File: config.mk
export PLATFORM = sky130hd
export DESIGN_NAME = lowest_free_id_allocator
export DESIGN_NICKNAME = d
export VERILOG_FILES = /design/src/rtl/core/lfid_pkg.sv /design/src/rtl/core/lfid_prio.sv /design/src/rtl/core/lfid_pool.sv /design/src/rtl/core/lowest_free_id_allocator.sv
export SDC_FILE = /design/constraint.sdc
export NUM_CORES = 1
export LEC_CHECK = 0
export ABC_AREA = 1
export BUFFER_PORTS_ARGS = -buffer_cell sky130_fd_sc_hd__buf_2
export CAP_MARGIN = 20
export CORE_ASPECT_RATIO = 0.6
export CORE_MARGIN = 5
export CORE_UTILIZATION = 45
export CTS_BUF_LIST = sky130_fd_sc_hd__clkbuf_8
export DETAILED_ROUTE_END_ITERATION = 10
export GPL_TIMING_DRIVEN = 0
export SYNTH_ARGS = -nofsm -noshare
export SYNTH_HDL_FRONTEND = slang
export SYNTH_HIERARCHICAL = 1
export SYNTH_SLANG_ARGS = --single-unit
export TNS_END_PERCENT = 50
File: constraint.sdc
create_clock -name i_clk -period 8.9 [get_ports i_clk]
set_input_delay 0.89 -clock i_clk [delete_from_list [all_inputs] [get_ports i_clk]]
set_output_delay 0.89 -clock i_clk [all_outputs]
set_load 0.01 [all_outputs]
File: src/rtl/core/lfid_pkg.sv
// Shared types and constants for the lowest-free identifier allocator.
// Used by lfid_prio, lfid_pool and lowest_free_id_allocator; depends on nothing.
package lfid_pkg;

    // Pool geometry.
    localparam int POOL_DEPTH = 64;
    localparam int ID_W       = $clog2(POOL_DEPTH);
    localparam int CNT_W      = $clog2(POOL_DEPTH + 1);
    localparam int SIZE_W     = 7;
    localparam int STATUS_W   = 3;

    // Action codes carried on the input beat.
    localparam logic ACT_REQUEST = 1'b0;
    localparam logic ACT_RETURN  = 1'b1;

    // Result status codes.
    localparam logic [STATUS_W-1:0] ST_OK        = 3'd0;
    localparam logic [STATUS_W-1:0] ST_EXHAUSTED = 3'd1;
    localparam logic [STATUS_W-1:0] ST_NONE_OUT  = 3'd2;
    localparam logic [STATUS_W-1:0] ST_RANGE     = 3'd3;
    localparam logic [STATUS_W-1:0] ST_NOT_ALLOC = 3'd4;

    // One result beat, before packing onto the output bus.
    typedef struct packed {
        logic [CNT_W-1:0]    outstanding;
        logic [ID_W-1:0]     granted_id;
        logic [STATUS_W-1:0] status;
    } t_result;

endpackage

File: src/rtl/core/lfid_prio.sv
// Lowest-index priority pick over the vector of free, in-range identifiers.
// Depends on lfid_pkg for the pool depth and identifier width.
module lfid_prio (
    input  logic [lfid_pkg::POOL_DEPTH-1:0] i_free,
    output logic                            o_found,
    output logic [lfid_pkg::ID_W-1:0]       o_id
);

    // Scan from the top down so the lowest free index wins.
    always_comb begin
        o_found = 1'b0;
        o_id    = '0;
        for (int i = lfid_pkg::POOL_DEPTH - 1; i >= 0; i--) begin
            if (i_free[i]) begin
                o_found = 1'b1;
                o_id    = lfid_pkg::ID_W'(i);
            end
        end
    end

endmodule

File: src/rtl/core/lfid_pool.sv
// Allocation bitmap, outstanding counter and the per-beat decision logic.
// Depends on lfid_pkg and instantiates lfid_prio.
module lfid_pool (
    input  logic                          i_clk,
    input  logic                          i_rst_n,
    input  logic [lfid_pkg::SIZE_W-1:0]   i_pool_size,
    input  logic                          i_fire,
    input  logic                          i_action,
    input  logic [lfid_pkg::ID_W-1:0]     i_return_id,
    output lfid_pkg::t_result             o_result
);

    logic [lfid_pkg::POOL_DEPTH-1:0] r_map;
    logic [lfid_pkg::POOL_DEPTH-1:0] n_map;
    logic [lfid_pkg::CNT_W-1:0]      r_count;
    logic [lfid_pkg::CNT_W-1:0]      n_count;
    logic [lfid_pkg::SIZE_W-1:0]     eff_size;
    logic [lfid_pkg::POOL_DEPTH-1:0] in_range;
    logic [lfid_pkg::POOL_DEPTH-1:0] free_vec;
    logic                            pick_found;
    logic [lfid_pkg::ID_W-1:0]       pick_id;

    // Saturate the configured size to the physical depth.
    assign eff_size = (i_pool_size > lfid_pkg::SIZE_W'(lfid_pkg::POOL_DEPTH))
                    ? lfid_pkg::SIZE_W'(lfid_pkg::POOL_DEPTH) : i_pool_size;

    // An identifier is a candidate when it is below the size and not held.
    always_comb begin
        for (int i = 0; i < lfid_pkg::POOL_DEPTH; i++) begin
            in_range[i] = lfid_pkg::SIZE_W'(i) < eff_size;
        end
    end

    assign free_vec = ~r_map & in_range;

    lfid_prio u_prio (
        .i_free  (free_vec),
        .o_found (pick_found),
        .o_id    (pick_id)
    );

    // Decide the status and the next bitmap and count for this beat.
    always_comb begin
        n_map               = r_map;
        n_count             = r_count;
        o_result.status     = lfid_pkg::ST_OK;
        o_result.granted_id = '0;
        if (i_action == lfid_pkg::ACT_REQUEST) begin
            if (pick_found) begin
                n_map[pick_id]      = 1'b1;
                n_count             = r_count + lfid_pkg::CNT_W'(1);
                o_result.granted_id = pick_id;
            end else begin
                o_result.status = lfid_pkg::ST_EXHAUSTED;
            end
        end else begin
            if (r_count == '0) begin
                o_result.status = lfid_pkg::ST_NONE_OUT;
            end else if ({1'b0, i_return_id} >= eff_size) begin
                o_result.status = lfid_pkg::ST_RANGE;
            end else if (!r_map[i_return_id]) begin
                o_result.status = lfid_pkg::ST_NOT_ALLOC;
            end else begin
                n_map[i_return_id] = 1'b0;
                n_count            = r_count - lfid_pkg::CNT_W'(1);
            end
        end
        o_result.outstanding = n_count;
    end

    // Commit the state when the beat moves into the result register.
    always_ff @(posedge i_clk) begin
        if (!i_rst_n) begin
            r_map   <= '0;
            r_count <= '0;
        end else if (i_fire) begin
            r_map   <= n_map;
            r_count <= n_count;
        end
    end

    // The counter always matches the number of held identifiers.
    a_count_matches_map: assert property (@(posedge i_clk) disable iff (!i_rst_n)
        $countones(r_map) == 32'(r_count))
        else $error("outstanding count disagrees with the bitmap");

    // A granted identifier is marked as held on the next cycle.
    a_grant_sets_bit: assert property (@(posedge i_clk) disable iff (!i_rst_n)
        (i_fire && i_action == lfid_pkg::ACT_REQUEST && pick_found)
        |=> r_map[$past(pick_id)])
        else $error("granted identifier not marked as held");

    // A grant never falls outside the configured size.
    a_grant_in_range: assert property (@(posedge i_clk) disable iff (!i_rst_n)
        (i_action == lfid_pkg::ACT_REQUEST && pick_found)
        |-> ({1'b0, pick_id} < eff_size))
        else $error("grant outside the pool size");

endmodule

File: src/rtl/core/lowest_free_id_allocator.sv
// Lowest-free identifier allocator: top level with input and result registers.
// Depends on lfid_pkg and instantiates lfid_pool.
//
// Usage:
//   s_axis carries one command per beat: tuser is the action (0 request,
//   1 return) and tdata holds the identifier being returned.
//   m_axis carries exactly one result per command: status, the granted
//   identifier (zero unless a request succeeded) and the number of
//   identifiers held after the command.
//   The cfg channel writes pool_size; write it only while no command is in
//   flight. It is always ready.
// Timing:
//   A beat is captured in the input register and, when the result register is free
//   or draining, decided by the bitmap and the priority pick into the result
//   register. One command is taken every cycle while m_axis_tready is high;
//   the bitmap update and lowest-free pick are combinational between the
//   two registers.
// Reset and stalls:
//   Reset frees every identifier, clears the count and sets pool_size to 64.
//   When m_axis_tready is low the result holds, one more command waits in
//   the input register, and s_axis_tready then drops.
module lowest_free_id_allocator (
    input  logic       i_clk,
    input  logic       i_rst_n,
    // Command channel.
    input  logic       s_axis_tvalid,
    output logic       s_axis_tready,
    input  logic [7:0] s_axis_tdata,   // [5:0] return_id, [7:6] zero
    input  logic       s_axis_tuser,   // [0] action
    // Result channel.
    output logic       m_axis_tvalid,
    input  logic       m_axis_tready,
    output logic [15:0] m_axis_tdata,  // [2:0] status, [8:3] granted_id, [15:9] outstanding
    // Configuration channel.
    input  logic       i_cfg_valid,
    output logic       o_cfg_ready,
    input  logic [lfid_pkg::SIZE_W-1:0] i_cfg_data
);

    logic                          r_in_valid;
    logic                          r_in_action;
    logic [lfid_pkg::ID_W-1:0]     r_in_id;
    logic                          r_out_valid;
    lfid_pkg::t_result             r_out;
    lfid_pkg::t_result             n_out;
    logic [lfid_pkg::SIZE_W-1:0]   r_pool_size;
    logic                          advance;

    // A held command moves on when the result register is free or draining.
    assign advance       = r_in_valid && (!r_out_valid || m_axis_tready);
    assign s_axis_tready = !r_in_valid || advance;
    assign o_cfg_ready   = 1'b1;

    // Configuration register.
    always_ff @(posedge i_clk) begin
        if (!i_rst_n) begin
            r_pool_size <= lfid_pkg::SIZE_W'(64);
        end else if (i_cfg_valid) begin
            r_pool_size <= i_cfg_data;
        end
    end

    // Input register.
    always_ff @(posedge i_clk) begin
        if (!i_rst_n) begin
            r_in_valid <= 1'b0;
        end else if (s_axis_tready) begin
            r_in_valid <= s_axis_tvalid;
        end
    end

    always_ff @(posedge i_clk) begin
        if (s_axis_tvalid && s_axis_tready) begin
            r_in_action <= s_axis_tuser;
            r_in_id     <= s_axis_tdata[lfid_pkg::ID_W-1:0];
        end
    end

    lfid_pool u_pool (
        .i_clk       (i_clk),
        .i_rst_n     (i_rst_n),
        .i_pool_size (r_pool_size),
        .i_fire      (advance),
        .i_action    (r_in_action),
        .i_return_id (r_in_id),
        .o_result    (n_out)
    );

    // Result register.
    always_ff @(posedge i_clk) begin
        if (!i_rst_n) begin
            r_out_valid <= 1'b0;
        end else if (advance) begin
            r_out_valid <= 1'b1;
        end else if (m_axis_tready) begin
            r_out_valid <= 1'b0;
        end
    end

    always_ff @(posedge i_clk) begin
        if (advance) begin
            r_out <= n_out;
        end
    end

    assign m_axis_tvalid = r_out_valid;
    assign m_axis_tdata  = r_out;

endmodule

# After elaboration in Yosys (flattened, before gate mapping)
# Cells that the tools add are included.
# word_totals
register_bits,103
input_bits,21
word_cells,256
# classes
add_sub_neg,2
order_cmp,70
n_eq_ne,3
muxes,152
bitwise,6
n_reduce_logical,13
# op_table
op,n
6-bit two-way mux,64
64-bit two-way mux,5
"6-bit by 7-bit < comparator with 1-bit output, first input constant",32
64-bit AND,2
64-bit NOT,2
"5-bit by 7-bit < comparator with 1-bit output, first input constant",16
1-bit two-way mux,70
64-bit OR,1
"4-bit by 7-bit < comparator with 1-bit output, first input constant",8
7-bit two-way mux,6
"3-bit by 7-bit < comparator with 1-bit output, first input constant",4
"1-bit by 7-bit < comparator with 1-bit output, first input constant",2
"2-bit by 7-bit < comparator with 1-bit output, first input constant",2
"6-bit by 7-bit < comparator with 1-bit output, second input constant",2
1-bit demux with 6-bit select,2
"6-bit by 1-bit greater-or-equal comparator with 1-bit output, second input constant",2
3-bit two-way mux,4
"7-bit by 1-bit adder with 7-bit output, second input constant",1
6-bit by 7-bit greater-or-equal comparator with 1-bit output,1
"7-bit greater-than comparator, second input constant",1
7-bit zero test,1
"7-bit by 1-bit subtractor with 7-bit output, second input constant",1
1-bit binary-select mux with 6-bit select,1
5-bit AND reduction,1
other kinds (8),15

# Depth between registers and ports, before layout
# Gate-level depths: netlist of the first run.
# logic_depth
depth_word,75
ltp_mapped,78

# Cells and area by module
# Netlist of the first run, hierarchy kept.
# by_module_without_submodules
module,n_inst,cells_per_inst,area_each_um2,seq_area_each_um2
lfid_pool,1,960,5587.9,1421.4
lowest_free_id_allocator,1,67,1019.7,870.8
lfid_prio,1,224,914.6,0.0

# Worst setup path before layout of the first run
# OpenSTA, ideal clock, no wires.
# synth_timing
path_type,register -> register
startpoint,register r_pool_size[4] (netlist name)
endpoint,register u_pool/r_map[31] (netlist name)
arrival_ps,5168
setup_slack_ps,3658
path_stages_with_launch,78
path_buffers,0
synth_period_minus_slack_ps,5242
path_cell_list,dfxtp_1 -> nor2_1 -> nand3_1 -> nand2_1 -> inv_1 -> nor2_1 -> nand2_1 -> nor2_1 -> inv_1 -> nand2_1 -> inv_1 -> a211oi_1 -> inv_2 -> nand2_1 -> nand2_1 -> nand2_1 -> nand2_1 -> nand2_1 -> [42 not listed] -> nand2_1 -> nand2_1 -> nand2_1 -> nand2_1 -> nand2_1 -> nand2_1 -> nand2_1 -> nand2_1 -> nand2_1 -> nand2_1 -> nand2_1 -> a21oi_2 -> inv_1 -> nor3_1 -> nand2_1 -> o21ai_0 -> nand2_1 -> a31oi_1
# synth_lines
element,line,source
from (decl),lowest_free_id_allocator.sv:46,logic [lfid_pkg::SIZE_W-1:0] r_pool_size;
from (signal assigned),lowest_free_id_allocator.sv:57,r_pool_size <= lfid_pkg::SIZE_W'(64);
from (signal assigned),lowest_free_id_allocator.sv:59,r_pool_size <= i_cfg_data;
7-bit greater-than comparator,lfid_pool.sv:24,assign eff_size = (i_pool_size > lfid_pkg::SIZE_W'(lfid_pkg::POOL_DEPTH))
7-bit two-way mux (*),lfid_pool.sv:25,? lfid_pkg::SIZE_W'(lfid_pkg::POOL_DEPTH) : i_pool_size;
6-bit by 7-bit < comparator with 1-bit output (*),lfid_pool.sv:30,in_range[i] = lfid_pkg::SIZE_W'(i) < eff_size;
64-bit AND (*),lfid_pool.sv:34,assign free_vec = ~r_map & in_range;
"via u_pool.free_vec, one bit",lfid_pool.sv:19,logic [lfid_pkg::POOL_DEPTH-1:0] free_vec;
6-bit two-way mux (*) (62 in series),lfid_prio.sv:14,if (i_free[i]) begin
"via u_pool.pick_id, one bit",lfid_pool.sv:21,logic [lfid_pkg::ID_W-1:0] pick_id;
6-bit by 7-bit < comparator with 1-bit output (not written as such) or 6-bit by 1-bit greater-or-equal comparator with 1-bit output (tied branches),lfid_pool.sv:50,n_map[pick_id] = 1'b1;
1-bit logical AND (not written as such),lfid_pool.sv:50,
1-bit two-way mux (not written as such),lfid_pool.sv:50,
1-bit demux with 6-bit select (*),--,
64-bit OR (no line) (*),--,
64-bit two-way mux (*),lfid_pool.sv:49,if (pick_found) begin
64-bit two-way mux (*),lfid_pool.sv:48,if (i_action == lfid_pkg::ACT_REQUEST) begin
to (signal assigned),lfid_pool.sv:77,r_map <= n_map;
to (decl),lfid_pool.sv:13,logic [lfid_pkg::POOL_DEPTH-1:0] r_map;
# The timed path passes the listed nets; every way through them passes the cells marked *. The select of a mux whose other input is x is not followed.
# A chain may end at the register's enable or synchronous reset.

# Final worst setup path of the first run
# layout_timing
startpoint,register r_pool_size[2] (netlist name)
endpoint,register u_pool/r_map[23] (netlist name)
# The elaborated chain is that of the path after synthesis.

==> results of run 1 <==
## registers in the layout, indices dropped and copies added (netlist names)
register and flops:
m_axis_tvalid 1, m_axis_tdata 16, r_pool_size 7, u_pool/r_map 64
r_in_action 1, u_pool/r_count 7, r_in_valid 1, r_in_id 6
## final timing paths
path / start / endpoint / slack (ns) / depth (start not counted)
worst max-delay path: r_pool_size[2] / u_pool/r_map[23] / 1.65 / 77
worst min-delay path: u_pool/r_map[28] / u_pool/r_map[28] / 0.50 / 2
worst max register to register: r_pool_size[2] / u_pool/r_map[23] / 1.65 / 77
worst min register to register: u_pool/r_map[28] / u_pool/r_map[28] / 0.50 / 2
## Yosys cell counts (all sizes together) (2+ instances only)
cell type,count
clkinv,3
a31oi,32
a21oi,56
xor2,4
a211oi,41
edfxtp,23
nand3,78
nor3,25
nand4,7
o211ai,5
inv,223
dfxtp,80
nor4,5
buf,18
nand2,352
a22oi,2
nor2,139
ha,9
a21o,2
o21ai,127
clkbuf,15
## logic make-up (layout without fill, tap and decap cells)
family | count (synthesis) | in the layout | share of synthesized area (%)
compound gates | 268 | 268 | 20.2
xor+xnor | 4 | 4 | 0.466
fa+ha+maj | 9 | 9 | 1.50
buf+inv | 259 | 315 | 14.0
flops | 103 | 103 | 30.5
other cells | 1 | 1 | 0.0499
simple gates | 607 | 607 | 33.3
## final cells by class
class	instances	area share, %
Buffer	33	2.46
Clock buffer	9	1.51
Inverter	226	10.4
Clock inverter	7	0.775
Sequential cell	103	27.9
Multi-Input combinational cell	889	50.8
Timing Repair Buffer	40	2.74
Tap cell	228	3.47
## power breakdown
group / total, mW / internal, mW / switching [mW] / leakage [nW]
sequential: 0.502 / 0.491 / 0.0118 / 0.871
clock: 0.309 / 0.128 / 0.180 / 0.0982
combinational: 0.255 / 0.0710 / 0.184 / 2.77
## stage by stage
stage	util, %	hold slack (ns)	cell area (um2)	std cells	power, mW
2_1_floorplan	-	0.447	7520	1251	0.671
3_3_place_gp	49.0	0.472	7990	1515	0.752
5_1_grt	50.5	0.527	8230	1535	1.11
6_report	50.5	0.497	8230	1535	1.07
4_1_cts	50.4	0.496	8210	1533	1.06
3_5_place_dp	49.2	0.479	8020	1517	0.754
## worst register-to-register path, delay by kind of cell, from the launching register on
kind	cells	cell delay [ns]
AND/OR/NAND/NOR	68	5.15
AO/OA/AOI/OAI	4	1.03
buffers and inverters	5	0.53
flip-flops	1	0.44
## per-layer routing
metal	track usage (%)	vias up
met5	1.56	-
met4	7.78	0
met3	11.9	42
met2	39.7	517
met1	47.4	3898
li1	-	4140
==> impl_results.md, run 1 <==
- Outcome: finished, final reports clean
- Fin worst setup slack: 1.65 ns
- Most common cell after layout, fill and taps aside: nand2_1
- Critical path class: reg2reg
- Vias per Instance: 5.60
- CP max-delay cell: nor2_1
- Unrepaired setup endpoints after global routing: no
- Synthesized Nets: 1281
- Diode count: 0
- Max-cap violation count: 0
- DRT Wirelength: 30600 um
- Multi-input gate area: 0.00418 mm2
- Worst min path class: reg2reg
- Worst Setup Slack post-DPL: 2.03 ns
- Post-synthesis cell type count: 36
- CP Capture Type: flop
- Delay-heaviest family, CP: simple AND/OR/NAND/NOR gates
- Pins over their slew limit: 0
- Critical Path Fanout Max: 7
- Crit path DAT: 7.58 ns
- Pre-antenna DRT Iters: 6
- Placeable core area: 0.0163 mm2
- Die X-Extent: 177 um
- EDFF count, synth: 23
- Total grt overflow: 0
- Final Skew: 0.0215 ns
- Worst Tran Pin Value: 0.882 ns
- Routed metal-1 wirelength: 14500 um
- Register area: 0.00229 mm2
- Global-route wire length before repair: 44600 um
- Max transition margin: 40.8%
- Worst setup SP type: flop
- Setup repair bufs after CTS: 0
- Largest net degree at the start of global routing: 18
- Avg Cell Area, Syn: 6.01 um2
- Fill count: 1795
- Layout area overhead: 9.40%
- Highest routed layer: met4
- FMAX: 138 MHz
- CTS Sinks: 103
- Cell Pwr Density: 130 mW/mm2
- GRT Util Overall: 31.0%
- Async SR Flop Fraction: 0%
- Most used cell, CP: nand2_1
- Synth area leader: dfxtp_1
- Synth Flop Type: dfxtp_1
- Port buffer count: 36
- Antenna violations before repair: 0
- Count of final setup violators: 0
- Peak supply drop: 0.0912 mV
- Hold-fix buffers, CTS: 0
- Max Root-Sink Buffers: 2
- Die Height: 110 um
- Final #Nets: 1332
- Die area: 0.0195 mm2
- Clk slew on worst S/H paths: 0.11 ns
- Std cell rows: 36
- Syn Inst Count: 1251
- Sequential share of the synthesized area: 30.5%
- Total negative slack: 0 ns
- Yosys warning count: 6
- Gpl congestion: 1.01
- Met3 wire len: 4530 um
- Min cycle time layout: 7.25 ns
- Period utilization: 81.4%
- WP data required: 9.24 ns
- DR WL met2: 10900 um
- Residual DRC: 0
- Latest clock arrival within the worst-skew pair: 0.41 ns
- Post-cts resize count: 0
- Lkg Pwr: 3.74 nW
- Netlist Area Pre-Place: 0.00752 mm2
- Top cell type's share of synthesized area: 21.3%
- Number of clock buffers inserted by TritonCTS: 9
- Most frequent cells in the layout: nand2_1 (352), inv_1 (219), nor2_1 (134)
- Peak per-stage delay on the critical path: 0.55 ns
- Vias: 8597
- Post-route antenna net violation count: 0
- Avg WL per Cell: 19.9 um
- H-tree Lvls: 3
- Synth top area cells: dfxtp_1 (21%), nand2_1 (18%), inv_1 (11%), edfxtp_1 (9.2%), o21ai_0 (6.9%)
- Starting DRT DRC Count: 1245
- Final hold violations: 0
- Layout cells sized above 1: 7.19%
- Buf/Inv on CP: 5
- Hpwl dp: 23400 um
- Yosys reg bits: 103
- CTS tree: yes
- IO Count: 40
- Root Buffer: clkbuf_8
- Number of global-route vias before repair: 7442
- Initial Util: 46.1%
No activity file was read; power rests on OpenSTA's default activity.
==> inputs of run 2 (changes only) <==
--- a/config.mk
+++ b/config.mk
@@ -5,7 +5,7 @@
 export SDC_FILE = /design/constraint.sdc
 export NUM_CORES = 1
 export LEC_CHECK = 0
-export ABC_AREA = 1
+export ABC_AREA = 0
 export BUFFER_PORTS_ARGS = -buffer_cell sky130_fd_sc_hd__buf_2
 export CAP_MARGIN = 20
 export CORE_ASPECT_RATIO = 0.6
==> constraint.sdc (replaced) <==
create_clock -name i_clk -period 5.9 [get_ports i_clk]
set_input_delay 0.59 -clock i_clk [delete_from_list [all_inputs] [get_ports i_clk]]
set_output_delay 0.59 -clock i_clk [all_outputs]
set_load 0.01 [all_outputs]
==> run 2 against run 1 <==
  * Worst hold slack worse by 0.12 ns
  * Maximum frequency up 30%
  * Register-to-register slack worse by 1.3 ns
  * Clock skew down 0.0049 ns
  * Wire length down 4.4%
  * Critical path depth down 60
==> impl_results.md, run 2 <==
- H-tree Lvls: 3
- Min cycle time layout: 5.55 ns
- Comb power frac: 17.1%
- FMAX: 180 MHz
- Total negative slack: 0 ns
- Worst Tran Pin Value: 1.12 ns
- Post-cts resize count: 0
- Placed cell count: 1157
- Number of clock buffers inserted by TritonCTS: 9
- Starting DRT DRC Count: 1311
- Synthesized Nets: 947
- CTS tree: yes
- R2R Setup Slk: 0.35 ns
- Post-route antenna net violation count: 0
- Total grt overflow: 0
- Layout cells sized above 1: 10.1%
- Antenna violations before repair: 1
- Peak supply drop: 0.0953 mV
- Hold Path End: r_in_action
- Worst min path class: in2reg
- Sequential share of power: 48.4%
- Number of global-route vias before repair: 6829
- R2R cell count: 17
- Most frequent cell after synthesis: nor2_1
- Worst hold path cell count: 1
- Yosys warning count: 6
- Count of final setup violators: 0
- Residual DRC: 0
- WP data required: 6.21 ns
- Max FFs per register: 64
- Peak per-stage delay on the critical path: 0.77 ns
- Most frequent cells in the layout: nor2_1 (113), dfxtp_1 (80), o21ai_0 (79)
- Sequential share of the synthesized area: 32.5%
- Hold Path Origin: s_axis_tuser
- Netlist Area Pre-Place: 0.00705 mm2
- Placeable core area: 0.0154 mm2
- Global-route wire length before repair: 43500 um
- Clock group share of total power: 34.5%
- DRT Wirelength: 29200 um
- Port buffer count: 35
- Most used cell, CP: nor2_1
- Largest net degree at the start of global routing: 20
- Switching share of power: 31.2%
- Async SR Flop Fraction: 0%
- R2r endpoint: u_pool/r_map[36]
- Fin Hold WS: 0.380 ns
- Cell Pwr Density: 198 mW/mm2
- Latest clock arrival within the worst-skew pair: 0.39 ns
- Synth Flop Type: dfxtp_1
- Synth area leader: dfxtp_1
- Max-cap violation count: 0
- GRT Util Overall: 31.5%
- Worst-path cell chain: clkbuf_1 > inv_1 > nand2_1 > nor3_1 > a311oi_1 > nor4_1 > nor2_1 > nor2_1 > o21a_1 > o2111ai_1 > a21boi_1 > clkbuf_1 > nor3b_1 > nand2_1 > nor2_1 > o21ai_0 > a31oi_1
- Post-synthesis cell type count: 75
- Avg WL per Cell: 24.9 um
- Reg2reg start: r_pool_size[6]
- Reg with most FFs: u_pool/r_map
- Pins over their slew limit: 0
- Std cell rows: 35
- Vias: 7875
- Final #Nets: 995
- Layout area overhead: 9.89%
- Synth top area cells: dfxtp_1 (23%), edfxtp_1 (9.8%), nor2_1 (6.0%), o21ai_0 (5.6%), a21oi_1 (5.2%)
- Die X-Extent: 172 um
- CP Capture Type: flop
- Die Height: 107 um
- Post-synth top cells: nor2_1 (113), dfxtp_1 (80), o21ai_0 (79)
- Worst setup SP type: flop
- Top cell type's share of synthesized area: 22.7%
- Vias per Instance: 6.71
- EDFF count, synth: 23
- Most common cell after layout, fill and taps aside: nor2_1
- Pre-antenna DRT Iters: 8
- Initial Util: 45.8%
- Net Sw Power: 0.479 mW
- IO Count: 40
- Clk slew on worst S/H paths: 0.11 ns
- Setup repair bufs after CTS: 0
- Hold-fix buffers, CTS: 0
- Root Buffer: clkbuf_8
- Critical Path Fanout Max: 10
- Max Root-Sink Buffers: 2
- Gpl congestion: 1.04
- Yosys reg bits: 103
- Syn Inst Count: 917
- Final hold violations: 0
- Unrepaired setup endpoints after global routing: no
- Total power: 1.53 mW
- Period utilization: 94.1%
- CP max-delay cell: nor4_1
- Avg Cell Area, Syn: 7.68 um2
- Hpwl dp: 23200 um
- Final Non-Filler Cells: 1173
- Critical path class: reg2reg
- Die area: 0.0183 mm2
- Outcome: finished, final reports clean
- Crit path DAT: 5.86 ns
- Diode count: 0
- Final Skew: 0.0166 ns
- CTS Sinks: 103
- Int Power: 1.05 mW
- Max transition margin: 24.6%
- Lkg Pwr: 2.70 nW
run 2: cell types whose count changed in the layout (fill, tap and decap cells not counted), moves of 21 or more:
cell      previous run  this run
nand3_1             76        24
nor2_1             134       113
a211oi_1            41         7
o21ai_0            104        79
inv_1              219        30
nand2_1            352        63
mux2i_1              0        28
clkbuf_1            15        46
run 2: cell families (layout without fill, tap and decap cells):
family	Yosys count	in the layout	share of synthesized area, %
other	1	1	0.0532
AOI/OAI and AO/OA	305	305	27.8
muxes	35	35	6.05
buffers and inverters	100	153	6.02
adders and majority gates	9	9	1.60
xor gates and xnor gates	1	1	0.124
and+or+nand+nor	363	363	25.8
DFF	103	103	32.5
run 2: metrics by stage:
step	setup slack [ns]	utilization [%]	area, um2
6_report	0.346	50.4	7740
4_1_cts	0.802	50.4	7740
3_5_place_dp	0.867	48.8	7510
5_1_grt	0.143	50.4	7740
3_3_place_gp	0.723	48.6	7480
2_1_floorplan	2.20	-	7050
run 2: critical path, delay by kind of cell, from the launching register on:
family	cells	cell delay [ns]
and+or+nand+nor	8	2.93
DFF	1	0.32
buffers and inverters	3	0.98
AOI/OAI and AO/OA	6	1.23
run 2: area by class of cell:
cell class              count  area (um2)
fillers                  1525        7630
inverters                  30         113
flip-flops and latches    103        2290
clock inverters             7         114
plain buffers              70         312
clock buffers               9         124
well taps                 203         254
repair buffers             37         198
multi-input cells         714        4340
run 2: power by group through the flow:
stage / Sequential [mW] / Combinational, mW / Clock [mW]
final: 0.742 / 0.262 / 0.529
after global routing: 0.744 / 0.280 / 0.570
after CTS: 0.742 / 0.249 / 0.537
after detailed placement: 0.758 / 0.248 / 0
after global placement: 0.758 / 0.248 / 0
after floorplan: 0.757 / 0.160 / 0
run 2: how the worst max path moves through the flow:
stage | start | end | depth (start not counted)
3_5_place_dp | r_pool_size[6] | u_pool/r_map[36] | 17
6_report | r_pool_size[6] | u_pool/r_map[36] | 17
2_1_floorplan | r_pool_size[6] | u_pool/r_map[16] | 16
5_1_grt | r_pool_size[6] | u_pool/r_map[44] | 17
3_3_place_gp | r_pool_size[6] | u_pool/r_map[27] | 15
4_1_cts | r_pool_size[6] | u_pool/r_map[44] | 17
run 2: routing by layer:
metal  up-vias  GRT usage (%)  wire, um
met4         2           6.44       553
met2       596           36.9     10100
li1       3558              -         -
met1      3667           51.3     13800
met3        52           13.0      4790
met5         -              0         8
